===== src/hw/rtl/neighbor_difference_energy_map_defines.svh =====
// Assertion macros shared by the energy map RTL.
`ifndef NEIGHBOR_DIFFERENCE_ENERGY_MAP_DEFINES_SVH
`define NEIGHBOR_DIFFERENCE_ENERGY_MAP_DEFINES_SVH

// Same-cycle implication, checked at every rising clock edge outside reset.
`define NDEM_ASSERT_NOW(label, clk, rst_n, ante, cons) \
	label: assert property (@(posedge clk) disable iff (!rst_n) (ante) |-> (cons)) \
		else $error("energy map check failed");

// Next-cycle implication, checked at every rising clock edge outside reset.
`define NDEM_ASSERT_NEXT(label, clk, rst_n, ante, cons) \
	label: assert property (@(posedge clk) disable iff (!rst_n) (ante) |=> (cons)) \
		else $error("energy map check failed");

`endif


===== src/hw/rtl/ndem_pkg.sv =====
// Types, constants and neighbor tables shared by the energy map modules.
`default_nettype none

package ndem_pkg;

	// Field and arithmetic widths.
	localparam int CH_W   = 8;
	localparam int PIX_W  = 3 * CH_W;
	localparam int SUM_W  = 13;
	localparam int DIVS_W = 5;
	localparam int CNT_W  = 4;
	localparam int K_W    = 4;
	localparam int FW_W   = 11;
	localparam int FH_W   = 12;
	localparam int CFG_W  = 12;

	// One window pass reads the center and then eight neighbors.
	localparam logic [K_W-1:0] K_LAST = 4'd8;

	// Configuration register indexes.
	localparam logic CFG_FRAME_WIDTH  = 1'b0;
	localparam logic CFG_FRAME_HEIGHT = 1'b1;

	// Divider request and response.
	typedef struct packed {
		logic              start;
		logic [SUM_W-1:0]  dividend;
		logic [DIVS_W-1:0] divisor;
	} div_req_t;

	typedef struct packed {
		logic             done;
		logic [CH_W-1:0]  quotient;
	} div_rsp_t;

	// Row offset of window step k; step zero is the center pixel.
	function automatic logic signed [1:0] nb_dr(input logic [K_W-1:0] k);
		logic signed [1:0] r;
		case (k)
			4'd1, 4'd2, 4'd3: r = -2'sd1;
			4'd6, 4'd7, 4'd8: r = 2'sd1;
			default: r = 2'sd0;
		endcase
		return r;
	endfunction

	// Column offset of window step k.
	function automatic logic signed [1:0] nb_dc(input logic [K_W-1:0] k);
		logic signed [1:0] c;
		case (k)
			4'd1, 4'd4, 4'd6: c = -2'sd1;
			4'd3, 4'd5, 4'd8: c = 2'sd1;
			default: c = 2'sd0;
		endcase
		return c;
	endfunction

endpackage

`default_nettype wire


===== src/hw/rtl/ndem_divider.sv =====
// Restoring divider that turns the difference sum into the mean energy.
`default_nettype none

module ndem_divider (
	input  wire logic              clk,
	input  wire logic              arst_n,
	input  wire ndem_pkg::div_req_t req,
	output ndem_pkg::div_rsp_t      rsp
);
	import ndem_pkg::*;

	logic [SUM_W-1:0]  dvd_q;
	logic [DIVS_W-1:0] rem_q;
	logic [DIVS_W-1:0] divisor_q;
	logic [CNT_W-1:0]  cnt_q;
	logic              busy_q;
	logic              done_q;
	logic [DIVS_W:0]   rem_sh;
	logic              fits;

	// One quotient bit per cycle: shift in the next dividend bit and try a subtract.
	always_comb begin
		rem_sh = {rem_q, dvd_q[SUM_W-1]};
		fits   = (rem_sh >= {1'b0, divisor_q});
	end

	// Control flags.
	always_ff @(posedge clk or negedge arst_n) begin
		if (!arst_n) begin
			busy_q <= 1'b0;
			done_q <= 1'b0;
			cnt_q  <= '0;
		end else begin
			done_q <= 1'b0;
			if (req.start) begin
				busy_q <= 1'b1;
				cnt_q  <= CNT_W'(SUM_W);
			end else if (busy_q) begin
				cnt_q <= cnt_q - 1'b1;
				if (cnt_q == CNT_W'(1)) begin
					busy_q <= 1'b0;
					done_q <= 1'b1;
				end
			end
		end
	end

	// Datapath; the quotient bits shift into the dividend register.
	always_ff @(posedge clk) begin
		if (req.start) begin
			dvd_q     <= req.dividend;
			rem_q     <= '0;
			divisor_q <= req.divisor;
		end else if (busy_q) begin
			dvd_q <= {dvd_q[SUM_W-2:0], fits};
			rem_q <= fits ? DIVS_W'(rem_sh - {1'b0, divisor_q}) : DIVS_W'(rem_sh);
		end
	end

	assign rsp.done     = done_q;
	assign rsp.quotient = dvd_q[CH_W-1:0];

endmodule

`default_nettype wire


===== config.mk =====
export PLATFORM = sky130hd
export DESIGN_NAME = ndem_divider
export DESIGN_NICKNAME = d
export VERILOG_FILES = /design/src/hw/rtl/neighbor_difference_energy_map_defines.svh /design/src/hw/rtl/ndem_pkg.sv /design/src/hw/rtl/ndem_divider.sv
export SDC_FILE = /design/constraint.sdc
export NUM_CORES = 1
export LEC_CHECK = 0
export ABC_AREA = 1
export BUFFER_PORTS_ARGS = -buffer_cell sky130_fd_sc_hd__buf_4
export CAP_MARGIN = 30
export CELL_PAD_IN_SITES_DETAIL_PLACEMENT = 0
export CELL_PAD_IN_SITES_GLOBAL_PLACEMENT = 1
export CORE_MARGIN = 5
export CORE_UTILIZATION = 44
export CTS_CLUSTER_SIZE = 28
export DETAILED_ROUTE_END_ITERATION = 16
export GPL_ROUTABILITY_DRIVEN = 0
export HOLD_SLACK_MARGIN = 0.15
export PLACE_DENSITY_LB_ADDON = 0.1
export SETUP_SLACK_MARGIN = 0.5
export SLEW_MARGIN = 5
export SYNTH_ARGS = -nofsm -noshare
export SYNTH_HDL_FRONTEND = slang
export SYNTH_SLANG_ARGS = --single-unit

===== constraint.sdc =====
create_clock -name clk -period 4.4 [get_ports clk]
set_clock_uncertainty 0.05 [all_clocks]
set_input_delay 0 -clock clk [delete_from_list [all_inputs] [get_ports clk]]
set_output_delay 0 -clock clk [all_outputs]
set_load 0.01 [all_outputs]

Yosys cells after proc, flatten, opt, wreduce, memory -nomap -nowiden
Cells that the tools add are included. Widths: inputs -> output; s select.

ROM bits: 0. Input bits: 21. Logic and storage cells: 22. Memories: 0. Output and inout port bits: 9. Bits in writable memories: 0. Bits in latches: 0. Flip-flop bits (word level): 29.

Shift-type cells: 0. $add $sub $neg: 2. $lt $le $gt $ge: 1. Eq/ne operators: 1. Divide/modulo/power cells: 0. Reduce and logical (&&, ||, !) cells: 1. Multipliers: 0. Bitwise gates (word level): 0. Muxes and demuxes: 11.

Operators with widths (count): $mux 13 (2); $mux 4 (2); $ge 6x5->1 (1); $mux 1 (6); $mux 5 (1); $sub 5x5->5 (1); $eq 4x1->1 const B (1); $sub 4x1->4 const B (1); $reduce_bool 2->1 (1).

Longest topological paths before layout
Gate-level depths: netlist of the first run.

Depth after elaboration: 4. Gate-level depth with buffers: 11. Depth with buffers taken out: 11.

Worst setup path after synthesis of the first run
No wires, ideal clock.

Kind: flip-flop to flip-flop. Start: register dvd_q[12]. End: register dvd_q[0], data pin. Slack: 2.767 ns. Data required time: 4.084 ns. Arrival: 1.317 ns. Library setup time: 0.266 ns. Stages on the path, launching flop included: 9. Path buffers: 0. Clock period less this slack: 1.633 ns. Cell sequence: edfxtp_1 > inv_1 > ha_1 > inv_1 > fa_1 > nand2_1 > nand2_1 > nand3_4 > a31oi_1.

Word-level cells in the longest chain between the ends: 3.

Ends and longest elaborated chain: from (decl) (line ndem_divider.sv:12) `logic [SUM_W-1:0] dvd_q;`; from (signal assigned) (line ndem_divider.sv:51) `dvd_q <= req.dividend;`; from (signal assigned) (line ndem_divider.sv:55) `dvd_q <= {dvd_q[SUM_W-2:0], fits};`; $ge 6x5->1 (line ndem_divider.sv:24) `fits = (rem_sh >= {1'b0, divisor_q});`; $mux 13 (line ndem_divider.sv:54) `end else if (busy_q) begin`; $mux 13 (line ndem_divider.sv:50) `if (req.start) begin`.

No other way between the ends. The select of a mux whose other input is x is not followed. A chain may end at the register's enable or synchronous reset.

Final worst setup path of the first run
Start: register dvd_q[12]. End: register rem_q[4].

Word-level cells in the longest chain between the ends: 2. Elaborated cells on any way between the ends: 3. Those cells by class: add/sub (1); order compare (1); mux (1).

Ends and longest elaborated chain: $sub 5x5->5 or $ge 6x5->1 (tied branches) (line ndem_divider.sv:56, ndem_divider.sv:24); $mux 5 * (line ndem_divider.sv:56) `rem_q <= fits ? DIVS_W'(rem_sh - {1'b0, divisor_q}) : DIVS_W'(rem_sh);`; to (signal assigned) (line ndem_divider.sv:56); to (decl) (line ndem_divider.sv:13) `logic [DIVS_W-1:0] rem_q;`.

Every way passes the cells marked *; elsewhere a longest branch is shown, timed or not.

==> flow_summary.ini, run 1 <==
[run_status]
status = complete, no violations

[route]
ant_nets = 0
dr.first_iter.drc_count = 55
vias = 1261
highest_layer = met4
dr.pass1.iters = 4
wl_met1_mm = 1.499
routedWlPerCell_um = 11.93
drcViolationCount = 0
wl_met2_mm = 1.538
wl_mm = 3.232
viasPerCell = 4.653
wl_met3_um = 151

[worst_setup_path]
critical_path_arrival_ps = 1950
cp.required_ps = 4590
crit_start = dvd_q[12]$_DFFE_PP_
path_class = register to register
startpoint_type = register
endpoint_kind = register
path_max_fanout = 7
r2r-start = dvd_q[12]$_DFFE_PP_

[global_route]
track_usage_pct = 16.60
grt_remaining_overflow = 0
antenna_found_initial = 0
grt_pass1_wl_mm = 5.602
grt_max_degree = 25
grt_pass1_vias = 1286

[clocking]
clkLatencyLatePin_ps = 330
path_clk_slew_ps = 100
h-tree-depth = 2
cts_max_path_buffers = 2
cts_made_buffers = 5
clkSinkCount = 29
clock_tree.root_cell = clkbuf_4
cts_tree = built

[final_layout]
layout.nets = 253
multi_input_area_um2 = 573.1
syn_to_final_growth_pct = 39.41
post_route_cells_drive_above_1_share_pct = 20.00
layout_common_cells = nand2_1, dlygate4sd3_1, buf_4, edfxtp_1, inv_1
n_antenna_cell = 0
fillCellCount = 280
seq_area_um2 = 790.8
layout_commonest_cell = nand2_1
stdcell_count = 271

[timing]
setup_viol = 0
slew_viol_final = 0
finalCriticalPeriod_ps = 1767
fin_ws_ps = 2633
slew_headroom_pct = 78.87
rsz0062_at_grt = no
tightest_slew_ps = 316.9
timing.fmax_mhz = 565.9
tns_ps = 0
finalCritPeriodShare_pct = 40.16
finalHoldViolations = 0

[yosys]
ys_warn_count = 0
syn-cell-area_um2 = 1518
synth_nets = 196
syn_inst = 167
avgSynthCellArea_um2 = 9.088
synth.distinct_cells = 26
synth-seq-area-share_pct = 52.10
ys_ff_latch = 29

[hold_path]
min_path_type = input pin to register
hold_start = req[3]

[power]
combPwrFrac_pct = 35.9
vdd_ir_drop_max_mv = 0.1882
power_mw = 0.9125
p_per_area_nw_per_um2 = 431.3
p_int_mw = 0.6079
cellLeakagePower_nw = 1.001
power.switching_mw = 0.3046
sequentialPowerShare_pct = 40.8
swShare_pct = 33.38
p_clk_share_pct = 23.3

[placed_design]
numPortBuffers = 29
dpl.hpwl_mm = 2.079
pre_cts_ws_ps = 2659
dpl.cell_count = 230

[floorplan]
row_count = 21
dieHeight_um = 68.73
start_util_pct = 45.48
core_area_um2 = 3337
io_pins = 30
dieArea_um2 = 4724
die_w_um = 68.73

[run]
drv_cap = 0
## power by group through the flow
stage	registers (mW)	logic, mW	clock network [mW]
after floorplan	0.366	0.249	0
after global placement	0.377	0.304	0
after detailed placement	0.378	0.306	0
after CTS	0.373	0.329	0.218
after global routing	0.377	0.376	0.230
final	0.372	0.328	0.213
## registers in the layout, indices dropped and copies added, names as in the netlist
register,cells
done_q,1
divisor_q,5
busy_q,1
dvd_q,13
cnt_q,4
rem_q,5
## per-layer routing
metal  vias to the layer above  global-route usage, %
met5                         -                      0
met4                         0                  6.569
met3                         4                  5.348
met2                        35                  26.34
met1                       575                  20.94
li1                        647                      -
## cells by family (layout without fill, tap and decap cells)
logic type | after synthesis | count (layout) | share of synthesized area, %
fa+ha+maj | 8 | 8 | 7.090
simple gates | 87 | 87 | 26.30
buf+inv | 31 | 89 | 10.14
xor+xnor | 1 | 1 | 0.5772
flops | 29 | 29 | 52.10
compound gates | 11 | 11 | 3.793
## cell usage after synthesis
cell type  instances  share of area [%]
nor4_1             1               0.41
o22ai_1            1               0.41
nor2_8             1                1.3
nor2_1             6                1.5
nand3_4            1                1.2
or2_4              1               0.58
nor2_2             1               0.41
edfxtp_1          18                 36
nand2_4            1               0.74
buf_2              3               0.99
nand3_1           12                4.0
a31oi_1            1               0.41
inv_1             15                3.7
nand2_1           61                 15
fa_1               1                1.3
buf_4              9                4.5
a21oi_1            4                1.3
xnor2_1            1               0.58
inv_2              4               0.99
o21ai_1            4                1.3
dfxtp_1            5                6.6
nor2_4             1               0.74
or2_1              1               0.41
dfrtp_1            6                9.9
ha_1               7                5.8
o21ai_0            1               0.33
## worst paths after layout
path | cells after the start | to | slack [ps]
max in group asynchronous | 3 | cnt_q[1]$_DFFE_PN0P_ | 3520
min in group asynchronous | 3 | cnt_q[0]$_DFFE_PN0P_ | 560
min | 2 | divisor_q[3]$_DFFE_PP_ | 330
min reg2reg | 2 | rem_q[4]$_SDFFE_PP0P_ | 430
max reg2reg | 10 | rem_q[4]$_SDFFE_PP0P_ | 2630
max | 10 | rem_q[4]$_SDFFE_PP0P_ | 2630
## final cells by class
cell class | count | share of cell area (%)
tap | 46 | 2.720
clock buffer | 6 | 1.952
sequential | 29 | 37.37
inverter | 19 | 3.371
multi-input combinational | 107 | 27.08
clock inverter | 2 | 1.597
timing repair buffer | 62 | 25.90
## timing repair
item / CTS / global route
buffers inserted: 0 / 0
hold buffers: 33 / 0
hold endpoints to repair: 37 / 0
resized for setup: 0 / 0
setup endpoints to repair: 0 / 0
## per-stage QoR
stage	util, %	hold slack (ps)	area, um^2
after floorplan	-	-345.6	1518
after global placement	51.26	-239.9	1710
after detailed placement	51.26	-238.9	1710
after CTS	63.40	327.1	2116
after global routing	63.40	321.9	2116
final	63.40	331.4	2116
## worst max-delay path, stage by stage, from the launching register on
cell,delay [ps]
edfxtp_1,360
inv_1,80
ha_1,160
inv_1,60
fa_1,410
nand2_1,80
nand2_1,100
nand3_4,120
nand2_4,70
o21ai_1,130
nand2_1,50
Note: power is estimated with default switching activity, not from simulation.
==> run 2, diff against run 1 <==
Settings changed: ABC_AREA 1 to 0, CORE_UTILIZATION 44 to 43.
Clock period 4.4 ns to 1.7 ns, I/O delays scaled along.
==> flow_summary.ini, run 2 <==
[run_status]
status = finished with violations
failed_checks = negative setup slack

[final_layout]
n_antenna_cell = 0
regMostFlops = dvd_q
syn_to_final_growth_pct = 40.86
layout_common_cells = buf_4, dlygate4sd3_1, edfxtp_1, mux2_2, inv_1
post-route-util_pct = 61.24
layout.nets = 211
layout_commonest_cell = buf_4
post_route_cells_drive_above_1_share_pct = 46.70
largest_reg_flops = 13
reg.largest.list = dvd_q x13, divisor_q x5, rem_q x5
fillCellCount = 315

[worst_setup_path]
r2r_slack_ps = -200
r2r_end = dvd_q[0]$_DFFE_PP_
slowest_stage = edfxtp_1
cp_cell_sequence = inv_1 -> ha_2 -> inv_2 -> fa_2 -> nand3_4 -> a31o_4 -> nand2_4 -> mux2_2
cp.required_ps = 1680
cpPeakStageDelay_ps = 380
endpoint_kind = register
r2r-start = dvd_q[12]$_DFFE_PP_
critical_path_arrival_ps = 1880
crit_start = dvd_q[12]$_DFFE_PP_
startpoint_type = register
worst-r2r-cell-count = 8
path_class = register to register
path_max_fanout = 3

[route]
dr.first_iter.drc_count = 37
ant_nets = 0
viasPerCell = 4.861
routedWlPerCell_um = 13.54
wl_mm = 3.115
dr.pass1.iters = 4
vias = 1118
drcViolationCount = 0

[yosys]
synth_nets = 155
synth_enable_flop_cells = 18
synth-seq-area-share_pct = 50.44
synth.distinct_cells = 41
synthTopCellsByArea = edfxtp_1, dfrtp_1, mux2_2
netlist.area_leader.share_pct = 34.48
yosysTopAreaCell = edfxtp_1
synth_most_common_cell = edfxtp_1
ys_warn_count = 0
synth-async-reset-ratio_pct = 20.69
avgSynthCellArea_um2 = 12.44
ys_top_cells_by_count = edfxtp_1, mux2_2, inv_1, buf_4
ys_ff_latch = 29
synth_ff_type = edfxtp_1
syn_inst = 126
syn-cell-area_um2 = 1568

[floorplan]
die_w_um = 70.38
dieHeight_um = 70.38
core_area_um2 = 3606
start_util_pct = 43.48
dieArea_um2 = 4953
row_count = 22
io_pins = 30

[hold_path]
min_path_type = input pin to register
worstHoldPathCells = 2
worstHoldEndpoint = rem_q[4]$_SDFFE_PP0P_
hold_start = req[18]

[global_route]
grt_pass1_wl_mm = 5.119
grt_max_degree = 34
grt_remaining_overflow = 0
grt_pass1_vias = 1147
track_usage_pct = 13.23
antenna_found_initial = 0

[clocking]
clkLatencyLatePin_ps = 280
hold_buffers = 20
cts_tree = built
cts_max_path_buffers = 2
clkSinkCount = 29
h-tree-depth = 2
clock_tree.root_cell = clkbuf_8
path_clk_slew_ps = 60
cts_made_buffers = 5

[timing]
rsz0062_at_grt = yes
tightest_slew_ps = 402.1
slew_viol_final = 0
finalCritPeriodShare_pct = 111.7
finalCriticalPeriod_ps = 1899
tns_ps = -743.1
setup_viol = 6
slew_headroom_pct = 73.20
timing.fmax_mhz = 526.5
finalHoldViolations = 0
fin_ws_ps = -199.4

[run]
drv_cap = 0

[power]
vdd_ir_drop_max_mv = 0.5254
cellLeakagePower_nw = 0.9234
power_mw = 2.566
p_per_area_nw_per_um2 = 1162

[placed_design]
pre_cts_ws_ps = -180.0
dpl.hpwl_mm = 2.111
numPortBuffers = 29
## run 2: worst max-delay path, delay by kind of cell, from the launching register on
kind	cells	cell delay [ps]
fa+ha+maj	2	530
flops	1	380
mux	1	260
compound gates	1	170
simple gates	2	140
buf+inv	2	120
## run 2: cells by family (layout without fill, tap and decap cells)
kind of cell / after synthesis / after routing / share of synthesized area (%)
flops: 29 / 29 / 50.44
simple gates: 29 / 29 / 10.46
buf+inv: 24 / 80 / 8.220
compound gates: 19 / 19 / 12.45
mux: 13 / 13 / 9.338
fa+ha+maj: 8 / 8 / 6.863
xor+xnor: 4 / 4 / 2.235
## run 2: report_power, final
part           internal, mW  leakage, nW  total (mW)  switching, mW
Sequential            0.882        0.294       0.973         0.0909
Clock                 0.275       0.0387       0.521          0.246
Combinational         0.589        0.591        1.07          0.483
Total                  1.75        0.923        2.57          0.820
## run 2: stage by stage
stage	hold slack, ps	cells	cell area, um^2
2_1_floorplan	-345.6	126	1610
3_3_place_gp	-241.0	197	1841
3_5_place_dp	-238.3	197	1841
4_1_cts	81.69	226	2145
5_1_grt	114.0	230	2208
6_report	85.98	230	2208
## run 2: metal layers
metal | vias to the layer above | part of all wire [%] | GRT usage [%]
met2 | 25 | 49 | 22.25
li1 | 557 | - | -
met3 | 3 | 4.6 | 5.036
met4 | 0 | 0.74 | 3.830
met1 | 533 | 45 | 15.61
met5 | - | 0 | 0
## run 2: repair_timing
| action | 4_1_cts | 5_1_grt |
|---|---|---|
| pin swaps | 0 | 6 |
| setup buffers | 2 | 4 |
| gates resized for setup | 3 | 8 |
| endpoints found under the hold margin | 35 | 6 |
| endpoints found under the setup margin | 21 | 8 |
## run 2: worst max path at each step
stage,slack [ps],endpoint,cells after the start
floorplan,-160,dvd_q[0]$_DFFE_PP_,8
global placement,-140,dvd_q[0]$_DFFE_PP_,8
detailed placement,-180,dvd_q[0]$_DFFE_PP_,8
CTS,-170,dvd_q[0]$_DFFE_PP_,8
global route,-290,rem_q[2]$_SDFFE_PP0P_,9
finish,-200,dvd_q[0]$_DFFE_PP_,8
## run 2: area by class of cell
class	instances	area, um^2	share of cell area (%)
flip-flops and latches	29	792.0	35.86
clock inverters	1	3.754	0.1700
clock buffers	6	72.57	3.286
repair buffers	63	528.0	23.91
multi-input cells	73	714.4	32.35
well taps	48	60.06	2.720
inverters	10	37.54	1.700
==> run 3, diff against run 2 <==
Settings changed: RECOVER_POWER set to 25.
==> flow_summary.ini, run 3 (synthesized netlist as in run 2, its figures left out) <==
[route]
routedWlPerCell_um = 13.55
viasPerCell = 4.839
ant_nets = 0
dr.pass1.iters = 4
drcViolationCount = 0
dr.first_iter.drc_count = 33
vias = 1113
wl_mm = 3.116

[floorplan]
dieArea_um2 = 4953
dieHeight_um = 70.38
io_pins = 30
start_util_pct = 43.48
row_count = 22
die_w_um = 70.38
core_area_um2 = 3606

[worst_setup_path]
path_class = register to register
r2r-start = dvd_q[12]$_DFFE_PP_
cp.required_ps = 1680
worst-r2r-cell-count = 8
startpoint_type = register
path_max_fanout = 3
setup.worst_path.end = dvd_q[0]$_DFFE_PP_
crit_start = dvd_q[12]$_DFFE_PP_
r2r_slack_ps = -200
critical_path_arrival_ps = 1880
endpoint_kind = register
r2r_end = dvd_q[0]$_DFFE_PP_

[placed_design]
dpl.hpwl_mm = 2.111
numPortBuffers = 29
dpl.cell_count = 197

[clocking]
clkSinkCount = 29
hold_buffers = 20
clkLatencyLatePin_ps = 280
cts_tree = built
h-tree-depth = 2
path_clk_slew_ps = 60
clock_tree.root_cell = clkbuf_8
cts_max_path_buffers = 2
cts_made_buffers = 5

[global_route]
grt_max_degree = 34
grt_pass1_vias = 1147
antenna_found_initial = 0
grt_remaining_overflow = 0
track_usage_pct = 13.23
grt_pass1_wl_mm = 5.119

[final_layout]
reg.largest.list = dvd_q x13, divisor_q x5, rem_q x5
fillCellCount = 320
regMostFlops = dvd_q
layout.nets = 211
post-route-util_pct = 60.83
n_antenna_cell = 0
layout_commonest_cell = buf_4
syn_to_final_growth_pct = 39.90
layout_common_cells = buf_4, dlygate4sd3_1, edfxtp_1, mux2_2, inv_1
stdcell_count = 230
largest_reg_flops = 13
post_route_cells_drive_above_1_share_pct = 44.51

[run_status]
failed_checks = negative setup slack
status = finished with violations

[power]
p_int_mw = 1.737
swShare_pct = 32.07
vdd_ir_drop_max_mv = 0.5271
p_clk_share_pct = 20.4
cellLeakagePower_nw = 0.9072
p_per_area_nw_per_um2 = 1166
power.switching_mw = 0.8200
sequentialPowerShare_pct = 38.0
combPwrFrac_pct = 41.6

[timing]
finalCriticalPeriod_ps = 1899
tightest_slew_ps = 402.2
rsz0062_at_grt = yes
finalHoldViolations = 0
finalCritPeriodShare_pct = 111.7
fin_ws_ps = -198.6
slew_viol_final = 0
timing.fmax_mhz = 526.7
slew_headroom_pct = 73.19
setup_viol = 6

[run]
drv_cap = 0

[hold_path]
min_path_type = input pin to register
worstHoldPathCells = 2
[run 3: cell type report]
class	instances	area (um^2)	area share [%]
Tap cell	48	60.06	2.738
Multi-Input combinational cell	73	714.4	32.57
Sequential cell	29	792.0	36.11
Timing Repair Buffer	63	513.0	23.39
Clock buffer	6	72.57	3.309
Inverter	10	37.54	1.711
Clock inverter	1	3.754	0.1711
[run 3: timing repair]
| item | 4_1_cts | 5_1_grt |
|---|---|---|
| buffers inserted | 2 | 4 |
| resized for setup | 3 | 8 |
| pin swaps | 0 | 6 |
| endpoints found under the setup margin | 21 | 8 |
| endpoints found under the hold margin | 35 | 6 |
[run 3: routing by layer]
layer	GRT usage [%]	vias to the layer above	part of all wire [%]
met4	3.830	0	0.99
met1	15.61	532	45
li1	-	557	-
met3	5.036	3	3.9
met5	0	-	0
met2	22.25	21	50
[run 3: worst min-delay path by stage]
stage	slack (ps)	endpoint	start
6_report	90	rem_q[4]$_SDFFE_PP0P_	req[18]
2_1_floorplan	-350	busy_q$_DFF_PN0_	arst_n
4_1_cts	80	rem_q[4]$_SDFFE_PP0P_	req[18]
3_3_place_gp	-240	busy_q$_DFF_PN0_	arst_n
3_5_place_dp	-240	busy_q$_DFF_PN0_	arst_n
5_1_grt	110	rem_q[4]$_SDFFE_PP0P_	req[18]
[run 3: worst max-delay path, cell delays in order (launching register included)]
cell      delay, ps
edfxtp_1        380
inv_1            80
ha_2            170
inv_2            40
fa_2            360
nand3_4          90
a31o_4          170
nand2_4          50
mux2_2          260
[run 3: per-stage QoR]
step,power [mW],setup TNS (ps),hold slack [ps],worst slack (ps),instance area (um^2)
after floorplan,1.632,-160.0,-345.6,-160.0,1610
after global placement,1.912,-539.4,-241.0,-142.2,1841
after detailed placement,1.932,-769.7,-238.3,-180.0,1841
after CTS,2.510,-760.8,81.69,-174.5,2145
after global routing,2.737,-1352,114.0,-289.1,2193
final,2.557,-737.5,85.78,-198.6,2193
[run 3: power by group through the flow]
stage	logic, mW	clock network (mW)	registers, mW
floorplan	0.683	0	0.949
finish	1.06	0.521	0.973
global route	1.18	0.572	0.988
detailed placement	0.954	0	0.978
global placement	0.936	0	0.975
CTS	1.01	0.534	0.971
